## src/hdl/uls_pkg.sv

```systemverilog
// ----------------------------------------------------------------------------
// UTF-8 log sanitizer package
// Shared beat types, character constants and the lead and hex lookups.
// ----------------------------------------------------------------------------
package uls_pkg;

    localparam int UNITS       = 4;
    localparam int HELD_DEPTH  = 3;
    localparam int QUEUE_DEPTH = 4;

    localparam logic [7:0] CTRL_LIMIT = 8'h20;
    localparam logic [7:0] DEL_CHAR   = 8'h7F;
    localparam logic [7:0] DOT_CHAR   = 8'h2E;
    localparam logic [7:0] BACKSLASH  = 8'h5C;
    localparam logic [7:0] LETTER_X   = 8'h78;

    localparam logic [1:0] SUB_SLASH = 2'd0;
    localparam logic [1:0] SUB_X     = 2'd1;
    localparam logic [1:0] SUB_HI    = 2'd2;
    localparam logic [1:0] SUB_LO    = 2'd3;

    typedef struct packed {
        logic [7:0] data_byte;
        logic       end_of_text;
    } t_in;

    typedef struct packed {
        logic [7:0] out_char;
        logic       out_last;
    } t_out;

    typedef struct packed {
        logic [7:0] value;
        logic       esc;
    } t_unit;

    typedef struct packed {
        t_unit [UNITS-1:0] units;
        logic  [2:0]       count;
        logic              last;
    } t_cmd;

    function automatic logic [7:0] hex_digit(input logic [3:0] nib);
        logic [7:0] c;
        if (nib < 4'd10) begin
            c = 8'h30 + {4'h0, nib};
        end else begin
            c = 8'h37 + {4'h0, nib};
        end
        return c;
    endfunction

    // Total sequence length for a lead byte, zero when it is no valid lead.
    function automatic logic [2:0] lead_length(input logic [7:0] b);
        logic [2:0] len;
        if (b >= 8'hC2 && b <= 8'hDF) begin
            len = 3'd2;
        end else if (b >= 8'hE0 && b <= 8'hEF) begin
            len = 3'd3;
        end else if (b >= 8'hF0 && b <= 8'hF4) begin
            len = 3'd4;
        end else begin
            len = 3'd0;
        end
        return len;
    endfunction

endpackage

```

## src/hdl/uls_front.sv

```systemverilog
// ----------------------------------------------------------------------------
// UTF-8 log sanitizer front end
// Accepts input beats, tracks the open sequence and emits a command for each
// beat that releases bytes, listing them to pass, turn into a dot or escape.
// ----------------------------------------------------------------------------
module uls_front
    import uls_pkg::*;
(
    input  logic i_clk,
    input  logic i_rst_n,
    input  logic i_accept,
    input  t_in  i_data,
    output logic o_push,
    output t_cmd o_cmd
);

    logic [7:0] r_held [HELD_DEPTH];
    logic [1:0] r_hc;
    logic [2:0] r_exp;

    logic [7:0] n_held [HELD_DEPTH];
    logic [1:0] n_hc;
    logic [2:0] n_exp;

    t_cmd       w_cmd;
    logic [2:0] w_k;
    logic       w_lead;
    logic       w_cont_ok;
    logic [7:0] w_lo;
    logic [7:0] w_hi;
    logic [7:0] w_b;
    logic [2:0] w_len;

    assign w_b   = i_data.data_byte;
    assign w_len = lead_length(w_b);

    always_comb begin
        w_lo = 8'h80;
        w_hi = 8'hBF;
        if (r_hc == 2'd1) begin
            if (r_held[0] == 8'hE0) begin
                w_lo = 8'hA0;
            end else if (r_held[0] == 8'hED) begin
                w_hi = 8'h9F;
            end else if (r_held[0] == 8'hF0) begin
                w_lo = 8'h90;
            end else if (r_held[0] == 8'hF4) begin
                w_hi = 8'h8F;
            end
        end
        w_cont_ok = (w_b >= w_lo) && (w_b <= w_hi);
    end

    always_comb begin
        n_held = r_held;
        n_hc   = r_hc;
        n_exp  = r_exp;
        w_cmd  = '0;
        w_k    = 3'd0;
        w_lead = 1'b0;

        if (r_hc == 2'd0) begin
            w_lead = 1'b1;
        end else if (w_cont_ok) begin
            if ({1'b0, r_hc} + 3'd1 == r_exp) begin
                for (int i = 0; i < HELD_DEPTH; i++) begin
                    if (2'(i) < r_hc) begin
                        w_cmd.units[w_k[1:0]] = '{value: r_held[i], esc: 1'b0};
                        w_k = w_k + 3'd1;
                    end
                end
                w_cmd.units[w_k[1:0]] = '{value: w_b, esc: 1'b0};
                w_k   = w_k + 3'd1;
                n_hc  = 2'd0;
                n_exp = 3'd0;
            end else begin
                n_held[r_hc] = w_b;
                n_hc         = r_hc + 2'd1;
            end
        end else begin
            for (int i = 0; i < HELD_DEPTH; i++) begin
                if (2'(i) < r_hc) begin
                    w_cmd.units[w_k[1:0]] = '{value: r_held[i], esc: 1'b1};
                    w_k = w_k + 3'd1;
                end
            end
            n_hc   = 2'd0;
            n_exp  = 3'd0;
            w_lead = 1'b1;
        end

        if (w_lead) begin
            if (!w_b[7]) begin
                w_cmd.units[w_k[1:0]] = '{
                    value: (w_b < CTRL_LIMIT || w_b == DEL_CHAR) ? DOT_CHAR : w_b,
                    esc:   1'b0};
                w_k = w_k + 3'd1;
            end else if (w_len != 3'd0) begin
                n_held[0] = w_b;
                n_hc      = 2'd1;
                n_exp     = w_len;
            end else begin
                w_cmd.units[w_k[1:0]] = '{value: w_b, esc: 1'b1};
                w_k = w_k + 3'd1;
            end
        end

        if (i_data.end_of_text) begin
            for (int i = 0; i < HELD_DEPTH; i++) begin
                if (2'(i) < n_hc) begin
                    w_cmd.units[w_k[1:0]] = '{value: n_held[i], esc: 1'b1};
                    w_k = w_k + 3'd1;
                end
            end
            for (int i = 0; i < HELD_DEPTH; i++) begin
                n_held[i] = 8'h00;
            end
            n_hc  = 2'd0;
            n_exp = 3'd0;
        end

        w_cmd.count = w_k;
        w_cmd.last  = i_data.end_of_text;
    end

    always_ff @(posedge i_clk) begin
        if (!i_rst_n) begin
            for (int i = 0; i < HELD_DEPTH; i++) begin
                r_held[i] <= 8'h00;
            end
            r_hc  <= 2'd0;
            r_exp <= 3'd0;
        end else if (i_accept) begin
            r_held <= n_held;
            r_hc   <= n_hc;
            r_exp  <= n_exp;
        end
    end

    assign o_push = i_accept && (w_cmd.count != 3'd0);
    assign o_cmd  = w_cmd;

endmodule

```

## src/hdl/uls_queue.sv

```systemverilog
// ----------------------------------------------------------------------------
// UTF-8 log sanitizer command queue
// A short first-in first-out queue of commands between front and back end.
// ----------------------------------------------------------------------------
module uls_queue
    import uls_pkg::*;
#(
    parameter int DEPTH = QUEUE_DEPTH
) (
    input  logic i_clk,
    input  logic i_rst_n,
    input  logic i_push,
    input  t_cmd i_cmd,
    output logic o_full,
    input  logic i_pop,
    output t_cmd o_cmd,
    output logic o_empty
);

    localparam int PW = (DEPTH > 1) ? $clog2(DEPTH) : 1;
    localparam int CW = $clog2(DEPTH + 1);

    t_cmd          r_mem [DEPTH];
    logic [PW-1:0] r_wr;
    logic [PW-1:0] r_rd;
    logic [CW-1:0] r_cnt;

    logic w_do_push;
    logic w_do_pop;

    assign o_full    = (r_cnt == CW'(DEPTH));
    assign o_empty   = (r_cnt == '0);
    assign w_do_push = i_push && !o_full;
    assign w_do_pop  = i_pop && !o_empty;
    assign o_cmd     = r_mem[r_rd];

    always_ff @(posedge i_clk) begin
        if (w_do_push) begin
            r_mem[r_wr] <= i_cmd;
        end
    end

    always_ff @(posedge i_clk) begin
        if (!i_rst_n) begin
            r_wr  <= '0;
            r_rd  <= '0;
            r_cnt <= '0;
        end else begin
            if (w_do_push) begin
                r_wr <= (r_wr == PW'(DEPTH - 1)) ? '0 : r_wr + PW'(1);
            end
            if (w_do_pop) begin
                r_rd <= (r_rd == PW'(DEPTH - 1)) ? '0 : r_rd + PW'(1);
            end
            if (w_do_push && !w_do_pop) begin
                r_cnt <= r_cnt + CW'(1);
            end else if (w_do_pop && !w_do_push) begin
                r_cnt <= r_cnt - CW'(1);
            end
        end
    end

endmodule

```

## src/hdl/uls_back.sv

```systemverilog
// ----------------------------------------------------------------------------
// UTF-8 log sanitizer back end
// Expands each command into output characters, one beat per cycle while the
// output is free or being popped, through a registered output stage.
// ----------------------------------------------------------------------------
module uls_back
    import uls_pkg::*;
(
    input  logic i_clk,
    input  logic i_rst_n,
    input  t_cmd i_cmd,
    input  logic i_q_empty,
    output logic o_q_pop,
    input  logic i_pop,
    output logic o_empty,
    output t_out o_data
);

    logic [1:0] r_unit;
    logic [1:0] r_sub;
    t_out       r_out;
    logic       r_out_valid;

    t_unit      w_u;
    logic [7:0] w_char;
    logic       w_advance;
    logic       w_unit_done;
    logic       w_cmd_done;

    assign w_u         = i_cmd.units[r_unit];
    assign w_advance   = !i_q_empty && (!r_out_valid || i_pop);
    assign w_unit_done = !w_u.esc || (r_sub == SUB_LO);
    assign w_cmd_done  = w_unit_done && ({1'b0, r_unit} + 3'd1 == i_cmd.count);

    always_comb begin
        if (!w_u.esc) begin
            w_char = w_u.value;
        end else begin
            unique case (r_sub)
                SUB_SLASH: w_char = BACKSLASH;
                SUB_X:     w_char = LETTER_X;
                SUB_HI:    w_char = hex_digit(w_u.value[7:4]);
                SUB_LO:    w_char = hex_digit(w_u.value[3:0]);
                default:   w_char = BACKSLASH;
            endcase
        end
    end

    always_ff @(posedge i_clk) begin
        if (w_advance) begin
            r_out.out_char <= w_char;
            r_out.out_last <= w_cmd_done && i_cmd.last;
        end
    end

    always_ff @(posedge i_clk) begin
        if (!i_rst_n) begin
            r_unit      <= 2'd0;
            r_sub       <= 2'd0;
            r_out_valid <= 1'b0;
        end else if (w_advance) begin
            r_out_valid <= 1'b1;
            if (w_unit_done) begin
                r_sub  <= 2'd0;
                r_unit <= w_cmd_done ? 2'd0 : r_unit + 2'd1;
            end else begin
                r_sub <= r_sub + 2'd1;
            end
        end else if (i_pop) begin
            r_out_valid <= 1'b0;
        end
    end

    assign o_q_pop = w_advance && w_cmd_done;
    assign o_empty = !r_out_valid;
    assign o_data  = r_out;

endmodule

```

## src/hdl/utf8_log_sanitizer.sv

```systemverilog
// ----------------------------------------------------------------------------
// UTF-8 log sanitizer
// Validates a byte stream as UTF-8 and turns it into loggable text.
// ----------------------------------------------------------------------------
// A byte is taken in every cycle while full is low, and one output beat leaves
// per cycle while pop is high and empty is low. A byte that passes through
// yields a single output character and an escaped byte a backslash, an x and
// two hex digits; the back end's one-character-per-cycle expander paces the
// output, and the command queue between front and back end, four entries by
// default, absorbs escape bursts before full rises. Bytes of a multi-byte
// sequence are held until the sequence completes or breaks, and out_last marks
// the final beat of a message.
module utf8_log_sanitizer
    import uls_pkg::*;
#(
    parameter int QUEUE_DEPTH_P = QUEUE_DEPTH
) (
    input  logic i_clk,
    input  logic i_rst_n,
    input  logic push,
    output logic full,
    input  t_in  i_data,
    output logic empty,
    input  logic pop,
    output t_out o_data
);

    logic w_accept;
    logic w_q_push;
    logic w_q_full;
    logic w_q_pop;
    logic w_q_empty;
    t_cmd w_cmd_in;
    t_cmd w_cmd_out;

    assign full     = w_q_full;
    assign w_accept = push && !w_q_full;

    uls_front u_front (
        .i_clk    (i_clk),
        .i_rst_n  (i_rst_n),
        .i_accept (w_accept),
        .i_data   (i_data),
        .o_push   (w_q_push),
        .o_cmd    (w_cmd_in)
    );

    uls_queue #(
        .DEPTH (QUEUE_DEPTH_P)
    ) u_queue (
        .i_clk   (i_clk),
        .i_rst_n (i_rst_n),
        .i_push  (w_q_push),
        .i_cmd   (w_cmd_in),
        .o_full  (w_q_full),
        .i_pop   (w_q_pop),
        .o_cmd   (w_cmd_out),
        .o_empty (w_q_empty)
    );

    uls_back u_back (
        .i_clk     (i_clk),
        .i_rst_n   (i_rst_n),
        .i_cmd     (w_cmd_out),
        .i_q_empty (w_q_empty),
        .o_q_pop   (w_q_pop),
        .i_pop     (pop),
        .o_empty   (empty),
        .o_data    (o_data)
    );

    a_no_push_when_full: assert property (@(posedge i_clk) disable iff (!i_rst_n)
        w_q_push |-> !w_q_full)
        else $error("Command written while the queue is full.");

    a_end_gives_output: assert property (@(posedge i_clk) disable iff (!i_rst_n)
        (w_accept && i_data.end_of_text) |-> (w_q_push && w_cmd_in.last))
        else $error("Final byte of a message produced no command.");

    a_no_pop_when_empty: assert property (@(posedge i_clk) disable iff (!i_rst_n)
        w_q_pop |-> !w_q_empty)
        else $error("Back end released a command from an empty queue.");

endmodule
```

## config.mk

```make
export PLATFORM = sky130hd
export DESIGN_NAME = utf8_log_sanitizer
export DESIGN_NICKNAME = d
export VERILOG_FILES = /design/src/hdl/uls_pkg.sv /design/src/hdl/uls_front.sv /design/src/hdl/uls_queue.sv /design/src/hdl/uls_back.sv /design/src/hdl/utf8_log_sanitizer.sv
export SDC_FILE = /design/constraint.sdc
export NUM_CORES = 1
export LEC_CHECK = 0
export BUFFER_PORTS_ARGS = -buffer_cell sky130_fd_sc_hd__buf_2
export CAP_MARGIN = 15
export CELL_PAD_IN_SITES_DETAIL_PLACEMENT = 1
export CELL_PAD_IN_SITES_GLOBAL_PLACEMENT = 2
export CORE_MARGIN = 4
export CORE_UTILIZATION = 46
export CTS_CLUSTER_SIZE = 28
export DETAILED_ROUTE_END_ITERATION = 10
export PLACE_DENSITY_LB_ADDON = 0.12
export SYNTH_ARGS = -nofsm -noshare
export SYNTH_HDL_FRONTEND = slang
export SYNTH_SLANG_ARGS = --single-unit
export TNS_END_PERCENT = 1
```

## constraint.sdc

```tcl
create_clock -name i_clk -period 20.7 [get_ports i_clk]
set_input_delay 2.07 -clock i_clk [delete_from_list [all_inputs] [get_ports i_clk]]
set_output_delay 2.07 -clock i_clk [all_outputs]
set_load 0.01 [all_outputs]
```

==> flow_metrics.py, run 1 <==
metrics = {
    "run_status": {
        "status": "finished clean",
    },
    "yosys": {
        "synth_cell_type_count": 81,
        "ys_seq_area_frac": 0.476,
        "synthArstFlopShare": 0,
        "syn_area_mm2": 0.0125,
        "yosys_register_bits": 212,
        "yosysTopAreaCell": "edfxtp_1",
        "avgSynthCellArea_um2": 10.7,
        "synth_edf_count": 169,
        "synth_area_leaders": "edfxtp_1 (41%), mux4_2 (7.8%), dfxtp_1 (6.9%), a21oi_1 (3.6%), ha_1 (3.6%)",
        "synth_ff_type": "edfxtp_1",
        "synthCells": 1171,
        "syn-num-nets": 1221,
        "synth.top_cell.area_share": 0.407,
        "yosys_warnings": 0,
    },
    "job": {
        "drv_cap": 0,
    },
    "cts": {
        "clock_path_buffers": 3,
        "cts_setup_buffers": 0,
        "cts-root-buf": "clkbuf_16",
        "cts_buffers": 24,
        "clk_latency_ns": 0.53,
        "cts_tree": "done",
        "cts_num_sinks": 212,
        "clk_pin_slew_ns": 0.06,
        "cts_hold_buffers": 0,
        "cts_resized": 0,
        "htree_levels": 1,
    },
    "critical_path": {
        "cp_max_fo": 18,
        "worstReg2RegEnd": "u_queue.r_cnt[2]$_SDFFE_PN0P_",
        "r2r_slack_ns": 12.33,
        "cp_data_required_time_ns": 21.13,
        "crit_start": "i_data[5]",
        "worst_setup_path_end_kind": "register",
        "critPathCapture": "u_queue.r_cnt[2]$_SDFFE_PN0P_",
        "worstSetupPathType": "input port to register",
        "arrival_ns": 8.86,
        "startpoint_type": "input port",
        "reg2reg_depth": 30,
        "r2r_start": "u_front.r_hc[0]$_SDFFE_PN0P_",
    },
    "die": {
        "core-area_mm2": 0.0268,
        "ios": 24,
        "die_h_um": 173,
        "fp.dieW_um": 173,
        "num_rows": 60,
        "start_util": 0.466,
        "dieArea_mm2": 0.0298,
    },
    "global_route": {
        "grt_max_degree": 53,
        "grt_pass1_vias": 10092,
        "antenna_found_initial": 0,
        "grt_pass1_wl_um": 63300,
        "grt_usage": 0.273,
        "grt_overflow": 0,
    },
    "sta": {
        "setup-violations-final": 0,
        "finalSetupTns_ns": 0,
        "hold_viol_final": 0,
        "finalCritPeriodShare": 0.407,
        "period_minus_slack_ns": 8.43,
        "finalMaxSlewViolations": 0,
        "fin_skew_ns": 0.0221,
        "max_slew.worst_pin.slew_ns": 1.19,
        "rsz0062_at_grt": "no",
        "slew_headroom": 0.200,
        "timing.fmax_mhz": 119,
    },
    "final_layout": {
        "final_cell_mix": "edfxtp_1 (169), nand2_1 (116), a21oi_1 (91), nor2_1 (89), o21ai_0 (78)",
        "synthToLayoutAreaGrowth_pct": 9.46,
        "multi_input_area_mm2": 0.00604,
        "layout_commonest_cell": "edfxtp_1",
        "fin_nets": 1209,
        "n_antenna_cell": 0,
        "regArea_mm2": 0.00594,
        "fillers": 2873,
        "drive_above_1_share": 0.128,
    },
    "routing": {
        "route.detailed.drc": 0,
        "dr.first_iter.drc_count": 755,
        "drt-total-wl_um": 41300,
        "firstDrtPassIters": 7,
        "ant_nets": 0,
        "via_per_inst": 6.43,
        "num_vias": 9765,
        "avgRoutedWirePerCell_um": 27.2,
    },
    "power_and_ir_drop": {
        "netSwitchingPower_mw": 0.392,
        "power_leakage_nw": 4.52,
        "intPower_mw": 0.943,
        "clockPowerShare": 0.343,
        "p_sw_frac": 0.293,
        "p_per_area_mw_per_mm2": 97.7,
        "ir_drop_uv": 55.0,
        "comb_power_share": 0.241,
        "seq_power_share": 0.416,
        "p_total_mw": 1.33,
    },
    "place": {
        "numPortBuffers": 23,
        "gp_congestion": 0.961,
        "dp_hpwl_um": 29800,
    },
    "hold_path": {
        "holdCritPathClass": "register to register",
    },
}
## through the flow
stage,hold WS [ns],worst slack (ns),utilization,instance area (um2),cells
final,0.484,12.27,0.510,13700,1518
after floorplan,0.455,12.97,-,12500,1171
after CTS,0.491,12.31,0.510,13700,1518
after global routing,0.532,11.66,0.510,13700,1518
after global placement,0.470,12.19,0.478,12800,1474
after detailed placement,0.483,11.81,0.478,12800,1474
## how the worst min path moves through the flow
stage                                       to                             from  slack (ns)  depth (start not counted)
6_report       u_back.r_out_valid$_SDFFE_PN0P_  u_back.r_out_valid$_SDFFE_PN0P_        0.48                          2
5_1_grt        u_back.r_out_valid$_SDFFE_PN0P_  u_back.r_out_valid$_SDFFE_PN0P_        0.53                          2
4_1_cts        u_back.r_out_valid$_SDFFE_PN0P_  u_back.r_out_valid$_SDFFE_PN0P_        0.49                          2
3_5_place_dp   u_back.r_out_valid$_SDFFE_PN0P_  u_back.r_out_valid$_SDFFE_PN0P_        0.48                          2
3_3_place_gp   u_back.r_out_valid$_SDFFE_PN0P_  u_back.r_out_valid$_SDFFE_PN0P_        0.47                          2
2_1_floorplan  u_back.r_out_valid$_SDFFE_PN0P_  u_back.r_out_valid$_SDFFE_PN0P_        0.45                          2
## cells in the mapped netlist (21+ instances only)
cell type / n
a21oi_1: 91
a22oi_1: 27
clkbuf_1: 49
dfxtp_1: 43
edfxtp_1: 169
ha_1: 36
inv_1: 40
mux2i_1: 21
mux4_2: 43
nand2_1: 116
nand3_1: 38
nor2_1: 89
nor2b_1: 28
nor3_1: 33
o21ai_0: 78
## layout make-up
type	count	area share
clock buffer	34	0.0490
clock inverter	10	0.0135
inverter	40	0.0110
multi-input combinational	840	0.442
sequential	212	0.435
tap	341	0.0312
timing repair buffer	41	0.0183
## kinds of logic (layout without fill, tap and decap cells)
group | Yosys count | count (layout) | synth area share
compound gates | 339 | 339 | 0.182
xor+xnor | 15 | 15 | 0.0105
fa+ha+maj | 37 | 37 | 0.0377
buf+inv | 119 | 125 | 0.0407
flops | 212 | 212 | 0.476
mux | 72 | 72 | 0.108
simple gates | 377 | 377 | 0.145
## power by group through the flow
stage	combinational [mW]	sequential [mW]	clock, mW
after floorplan	0.229	0.559	0
after global placement	0.318	0.559	0
after detailed placement	0.325	0.565	0
after CTS	0.327	0.556	0.466
after global routing	0.355	0.561	0.487
final	0.322	0.555	0.458
## state kept, by name (all words and copies together) (netlist names), named ones only
signal,flops
u_back.o_data,9
u_back.r_out_valid,1
u_back.r_sub,2
u_back.r_unit,2
u_front.r_exp,3
u_front.r_hc,2
u_front.r_held,24
u_queue.r_cnt,3
u_queue.r_mem,160
u_queue.r_rd,2
u_queue.r_wr,2
## critical path: stages
cell and delay (ns):
buf_2 0.21, inv_1 0.14, ha_1 0.29, nor2b_1 0.15
nand4_1 0.36, a21oi_2 0.47, nor3_1 0.07, or3_1 0.36
inv_1 0.07, ha_1 0.25, a31oi_1 0.33, inv_1 0.12
ha_1 0.31, a21oi_1 0.25, ha_1 0.30, a21o_1 0.20
ha_1 0.20, nand3_1 0.52, a21oi_2 0.17, xnor2_1 0.42
o31a_1 0.24, ha_1 0.20, inv_1 0.07, fa_1 0.43
xor2_1 0.18, or3_1 0.30, a21boi_0 0.18
## routing by layer
layer	share of wire	global-route usage
met5	0	0
met4	0.037	0.104
met3	0.062	0.0426
met2	0.48	0.458
met1	0.42	0.360
No activity file was read; power rests on OpenSTA's default activity.
==> run 2: changes to the inputs <==
Settings changed: CORE_UTILIZATION 46 to 43.
Clock period 20.7 ns to 8.55 ns, I/O delays scaled along.
==> run 2 against run 1 <==
Compared with the run above:
- combinational power up 150%
- clock-buffer cell count is 5 lower
- non-clock buffer count grew 6
- die area increased by 6.7%
- utilization is 3.2 points lower
- global-route usage shrank 1.7 points
- sequential cell count is the same
- critical path depth is 3 higher
- largest cell class unchanged
- worst hold slack barely moved
- first-iteration DRC count unchanged
- clock power rose by 130%
- sequential power rose by 140%
==> flow_metrics.py, run 2 (synthesis results as in run 1) <==
metrics = {
    "final_layout": {
        "fin_nets": 1216,
        "n_antenna_cell": 0,
        "fin_area_mm2": 0.0137,
        "synthToLayoutAreaGrowth_pct": 9.84,
        "regArea_mm2": 0.00594,
        "top_register": "u_queue.r_mem",
        "fillers": 3144,
        "layout.cells.non_filler": 1566,
        "multi_input_area_mm2": 0.00604,
        "layout_commonest_cell": "edfxtp_1",
        "final_cell_mix": "edfxtp_1 (169), nand2_1 (116), a21oi_1 (91), nor2_1 (89), o21ai_0 (78)",
        "largest_reg_flops": 160,
        "drive_above_1_share": 0.132,
    },
    "cts": {
        "htree_levels": 1,
        "clock_path_buffers": 3,
        "clk_pin_slew_ns": 0.06,
        "clk_latency_ns": 0.53,
        "cts-root-buf": "clkbuf_16",
        "cts_resized": 0,
        "cts_tree": "done",
        "cts_buffers": 25,
        "cts_num_sinks": 212,
        "cts_setup_buffers": 0,
        "cts_hold_buffers": 0,
    },
    "hold_path": {
        "holdCritPathClass": "register to register",
    },
    "sta": {
        "slew_headroom": 0.244,
        "holdWs_ns": 0.484,
        "setup-violations-final": 0,
        "finalMaxSlewViolations": 0,
        "period_minus_slack_ns": 7.83,
        "hold_viol_final": 0,
        "rsz0062_at_grt": "no",
        "finalCritPeriodShare": 0.916,
        "max_slew.worst_pin.slew_ns": 1.12,
        "timing.fmax_mhz": 128,
        "layout_setup_ws_ns": 0.715,
        "fin_skew_ns": 0.0151,
        "finalSetupTns_ns": 0,
    },
    "routing": {
        "firstDrtPassIters": 5,
        "ant_nets": 0,
        "drt-total-wl_um": 40400,
        "route.detailed.drc": 0,
        "dr.first_iter.drc_count": 755,
        "num_vias": 9713,
        "via_per_inst": 6.20,
        "avgRoutedWirePerCell_um": 25.8,
    },
    "die": {
        "die_h_um": 178,
        "ios": 24,
        "core-area_mm2": 0.0287,
        "fp.dieW_um": 178,
        "dieArea_mm2": 0.0318,
        "num_rows": 62,
        "start_util": 0.435,
    },
    "power_and_ir_drop": {
        "power_leakage_nw": 4.53,
        "p_per_area_mw_per_mm2": 232,
        "ir_drop_uv": 167,
    },
    "critical_path": {
        "worstSetupPathType": "register to register",
        "slowest_delay_ns": 0.63,
        "worst_setup_path_end_kind": "register",
        "cp_data_required_time_ns": 9.00,
        "cp_max_fo": 18,
        "path_common_cell": "ha_1",
        "arrival_ns": 8.28,
        "worst_path_max_delay_cell": "dfxtp_1",
        "startpoint_type": "register",
    },
    "global_route": {
        "use_met2": 0.437,
        "grt-busiest-layer": "met2",
        "gr-usage-met1": 0.341,
        "grt_usage": 0.256,
        "grt_pass1_wl_um": 61800,
        "antenna_found_initial": 0,
        "grt_pass1_vias": 9964,
        "grt_max_degree": 68,
        "use_met3": 0.0286,
        "grt_overflow": 0,
    },
    "place": {
        "numPortBuffers": 23,
        "dp_hpwl_um": 28800,
        "dp_slack_ns": 0.703,
        "gp_congestion": 0.941,
        "placed_cell_area_mm2": 0.0129,
        "dpl.cell_count": 1523,
    },
    "job": {
        "drv_cap": 0,
    },
    "run_status": {
        "status": "finished clean",
    },
}
-- run 2: per-layer routing --
metal / share of wire / vias to the layer above
li1: - / 4461
met1: 0.42 / 4852
met2: 0.49 / 296
met3: 0.050 / 104
met4: 0.038 / 0
met5: 0 / -
-- run 2: worst max-delay path: cells and delay by family, from the launching register on --
kind / cells / cell delay, ns
AOI/OAI and AO/OA: 7 / 1.78
and+or+nand+nor: 9 / 2.02
DFF: 1 / 0.63
buffers and inverters: 4 / 0.52
xor gates and xnor gates: 2 / 0.59
adders and majority gates: 8 / 2.20
-- run 2: cell type report --
class,instances,area share
Sequential cell,212,0.433
Multi-Input combinational cell,840,0.441
Clock inverter,14,0.0118
Timing Repair Buffer,47,0.0215
Inverter,40,0.0110
Tap cell,384,0.0351
Clock buffer,29,0.0467
-- run 2: final timing paths --
| path | start | end | slack (ns) | cells after the start |
|---|---|---|---|---|
| min | u_back.r_out_valid$_SDFFE_PN0P_ | u_back.r_out_valid$_SDFFE_PN0P_ | 0.48 | 2 |
| min reg2reg | u_back.r_out_valid$_SDFFE_PN0P_ | u_back.r_out_valid$_SDFFE_PN0P_ | 0.48 | 2 |
| max reg2reg | u_front.r_hc[0]$_SDFFE_PN0P_ | u_queue.r_cnt[2]$_SDFFE_PN0P_ | 0.72 | 30 |
| max | u_front.r_hc[0]$_SDFFE_PN0P_ | u_queue.r_cnt[2]$_SDFFE_PN0P_ | 0.72 | 30 |
-- run 2: report_power, final --
part | switching [mW] | total, mW | leakage (nW) | internal, mW
Sequential | 0.0500 | 1.33 | 1.91 | 1.28
Clock | 0.426 | 1.05 | 0.388 | 0.629
Combinational | 0.487 | 0.791 | 2.23 | 0.304
-- run 2: per-stage QoR --
step / total power [mW] / utilization
finish: 3.18 / 0.478
CTS: 3.21 / 0.478
global route: 3.35 / 0.478
detailed placement: 2.15 / 0.450
global placement: 2.13 / 0.450
floorplan: 1.91 / -
==> run 3: changes to the inputs <==
Settings changed: ABC_AREA set to 1, CORE_UTILIZATION 43 to 39.
==> run 3 against run 2 <==
Compared with the run above:
- sequential share of layout area decreased by 2.1 points
- synthesized area increased by 5.1%
- first-iteration DRC count increased by 19%
- fmax increased by 2.3%
- global-route usage increased by 1.7 points
- clock-buffer cell count decreased by 3
- cell count increased by 34%
- worst hold slack improved by 0.0011 ns
- die area increased by 15%
- setup slack improved by 0.18 ns
- critical endpoint is now u_queue.r_mem[1][35]$_DFFE_PP_
- wire length increased by 24%
==> flow_metrics.py, run 3 <==
metrics = {
    "final_layout": {
        "drive_above_1_share": 0.0928,
        "synthToLayoutAreaGrowth_pct": 9.89,
        "fin_util": 0.438,
        "largest_reg_flops": 160,
        "fin_area_mm2": 0.0144,
        "fin_nets": 1690,
        "final_cell_mix": "nand2_1 (396), o21ai_0 (187), edfxtp_1 (169), inv_1 (155), nor2_1 (145)",
        "top_register": "u_queue.r_mem",
        "layout.cells.non_filler": 2102,
        "layout_commonest_cell": "nand2_1",
    },
    "cts": {
        "clock_path_buffers": 3,
        "cts_buffers": 25,
        "clk_latency_ns": 0.56,
        "cts_tree": "done",
        "cts_num_sinks": 212,
        "cts_setup_buffers": 0,
        "cts_resized": 0,
        "cts-root-buf": "clkbuf_16",
        "htree_levels": 1,
        "clk_pin_slew_ns": 0.06,
        "cts_hold_buffers": 0,
    },
    "global_route": {
        "antenna_found_initial": 0,
        "grt_pass1_wl_um": 76300,
        "grt_pass1_vias": 12261,
        "grt_usage": 0.273,
        "grt_overflow": 0,
        "grt_max_degree": 58,
    },
    "critical_path": {
        "cp_max_fo": 27,
        "startpoint_type": "register",
        "worstSetupPathType": "register to register",
        "crit_start": "u_front.r_hc[0]$_SDFFE_PN0P_",
        "worst_path_max_delay_cell": "nor2_4",
        "slowest_delay_ns": 0.55,
        "worst_setup_path_end_kind": "register",
        "path_common_cell": "nand2_1",
        "cp_data_required_time_ns": 8.80,
        "r2r_start": "u_front.r_hc[0]$_SDFFE_PN0P_",
        "arrival_ns": 7.90,
    },
    "yosys": {
        "post-synth-top-count-cell": "nand2_1",
        "synth_xor_area_frac": 0.00592,
        "synthMuxAreaShare": 0.000859,
        "synth_ff_type": "edfxtp_1",
        "synthCells": 1652,
        "synthTopCellsByCount": "nand2_1 (396), o21ai_0 (187), edfxtp_1 (169)",
        "yosys_warnings": 0,
        "synthSimpleGateAreaFrac": 0.231,
        "ys_seq_area_frac": 0.453,
        "avgSynthCellArea_um2": 7.94,
        "synth.top_cell.area_share": 0.387,
        "synth_top_family_by_area": "simple AND/OR/NAND/NOR gates",
        "synth_edf_count": 169,
        "syn_area_mm2": 0.0131,
        "synth_cell_type_count": 54,
        "synth_area_leaders": "edfxtp_1 (39%), nand2_1 (11%), o21ai_0 (7.1%), dfxtp_1 (6.6%), inv_1 (4.4%)",
        "synth_fa_ha_area_frac": 0.0359,
        "syn-num-nets": 1702,
        "synthArstFlopShare": 0,
        "synth-compound-area-share": 0.195,
        "yosysTopAreaCell": "edfxtp_1",
        "yosys_register_bits": 212,
    },
    "place": {
        "dp_slack_ns": 0.947,
        "numPortBuffers": 23,
        "placed_cell_area_mm2": 0.0136,
        "dpl.cell_count": 2054,
        "dp_hpwl_um": 36800,
        "gp_congestion": 0.963,
    },
    "job": {
        "drv_cap": 0,
    },
    "die": {
        "fp.dieW_um": 191,
        "num_rows": 66,
        "die_h_um": 191,
        "core-area_mm2": 0.0329,
        "dieArea_mm2": 0.0366,
        "start_util": 0.399,
        "ios": 24,
    },
    "sta": {
        "hold_viol_final": 0,
        "period_minus_slack_ns": 7.66,
        "finalSetupTns_ns": 0,
        "timing.fmax_mhz": 131,
        "layout_setup_ws_ns": 0.894,
        "finalCritPeriodShare": 0.895,
        "slew_headroom": 0.409,
        "finalMaxSlewViolations": 0,
        "rsz0062_at_grt": "no",
        "fin_skew_ns": 0.0116,
        "setup-violations-final": 0,
        "max_slew.worst_pin.slew_ns": 0.877,
    },
    "routing": {
        "dr.first_iter.drc_count": 899,
        "firstDrtPassIters": 7,
        "num_vias": 11987,
        "ant_nets": 0,
        "drt-total-wl_um": 50000,
        "route.detailed.drc": 0,
        "via_per_inst": 5.70,
        "avgRoutedWirePerCell_um": 23.8,
    },
    "hold_path": {
        "holdCritPathClass": "register to register",
        "min-delay-start": "u_front.r_held[1]$_SDFFE_PN0P_",
    },
    "power_and_ir_drop": {
        "p_per_area_mw_per_mm2": 252,
        "comb_power_share": 0.338,
        "ir_drop_uv": 157,
        "seq_power_share": 0.373,
        "netSwitchingPower_mw": 1.41,
        "clockPowerShare": 0.289,
        "power_leakage_nw": 5.79,
        "p_sw_frac": 0.389,
        "intPower_mw": 2.21,
    },
    "run_status": {
        "status": "finished clean",
    },
}
==> run 3: changes by cell type in the layout (fill, tap and decap cells not counted), sizes merged, moves of 48 or more <==
cell and change:
nand2 +297, inv +126, o21ai +122, nor2 +71, nand3 +59, mux4 -48
==> run 3: through the flow <==
stage	hold slack [ns]	power [mW]
5_1_grt	0.509	3.85
3_3_place_gp	0.469	2.56
6_report	0.485	3.62
2_1_floorplan	0.454	2.16
3_5_place_dp	0.475	2.59
4_1_cts	0.486	3.65
==> run 3: logic make-up after synthesis <==
group / count (synthesis)
AOI/OAI and AO/OA: 437
xor gates and xnor gates: 8
adders and majority gates: 37
buffers and inverters: 254
DFF: 212
muxes: 1
and+or+nand+nor: 703
==> run 3: metal layers <==
| layer | global-route usage | part of all wire | vias up |
|---|---|---|---|
| met5 | 0 | 0 | - |
| met4 | 0.105 | 0.043 | 0 |
| met3 | 0.0314 | 0.046 | 106 |
| met2 | 0.457 | 0.47 | 325 |
| met1 | 0.364 | 0.44 | 5895 |
| li1 | - | - | 5661 |
==> run 3: power by group through the flow <==
stage | logic, mW | clock network (mW) | registers, mW
floorplan | 0.802 | 0 | 1.35
global placement | 1.19 | 0 | 1.37
detailed placement | 1.22 | 0 | 1.37
CTS | 1.23 | 1.07 | 1.35
global route | 1.37 | 1.12 | 1.36
finish | 1.22 | 1.05 | 1.35
==> run 3: worst max-delay path: cells and delay by family (launching register included) <==
| kind | cells | cell delay, ns |
|---|---|---|
| adders and majority gates | 6 | 1.61 |
| buffers and inverters | 8 | 1.48 |
| and+or+nand+nor | 18 | 2.69 |
| DFF | 1 | 0.49 |
| AOI/OAI and AO/OA | 3 | 1.04 |
==> run 3: worst paths after layout <==
kind	slack [ns]	end	cells past startpoint
worst min register to register	0.48	u_front.r_held[1]$_SDFFE_PN0P_	2
worst max-delay path	0.89	u_queue.r_mem[1][35]$_DFFE_PP_	35
worst max register to register	0.89	u_queue.r_mem[1][35]$_DFFE_PP_	35
worst min-delay path	0.48	u_front.r_held[1]$_SDFFE_PN0P_	2
==> run 3: final cells by class <==
cell class	instances	area [um2]
fillers	4050	18500
well taps	442	553
clock inverters	20	173
flip-flops and latches	212	5940
diodes	1	2.50
clock buffers	26	629
inverters	172	651
multi-input cells	1186	6200
repair buffers	43	265
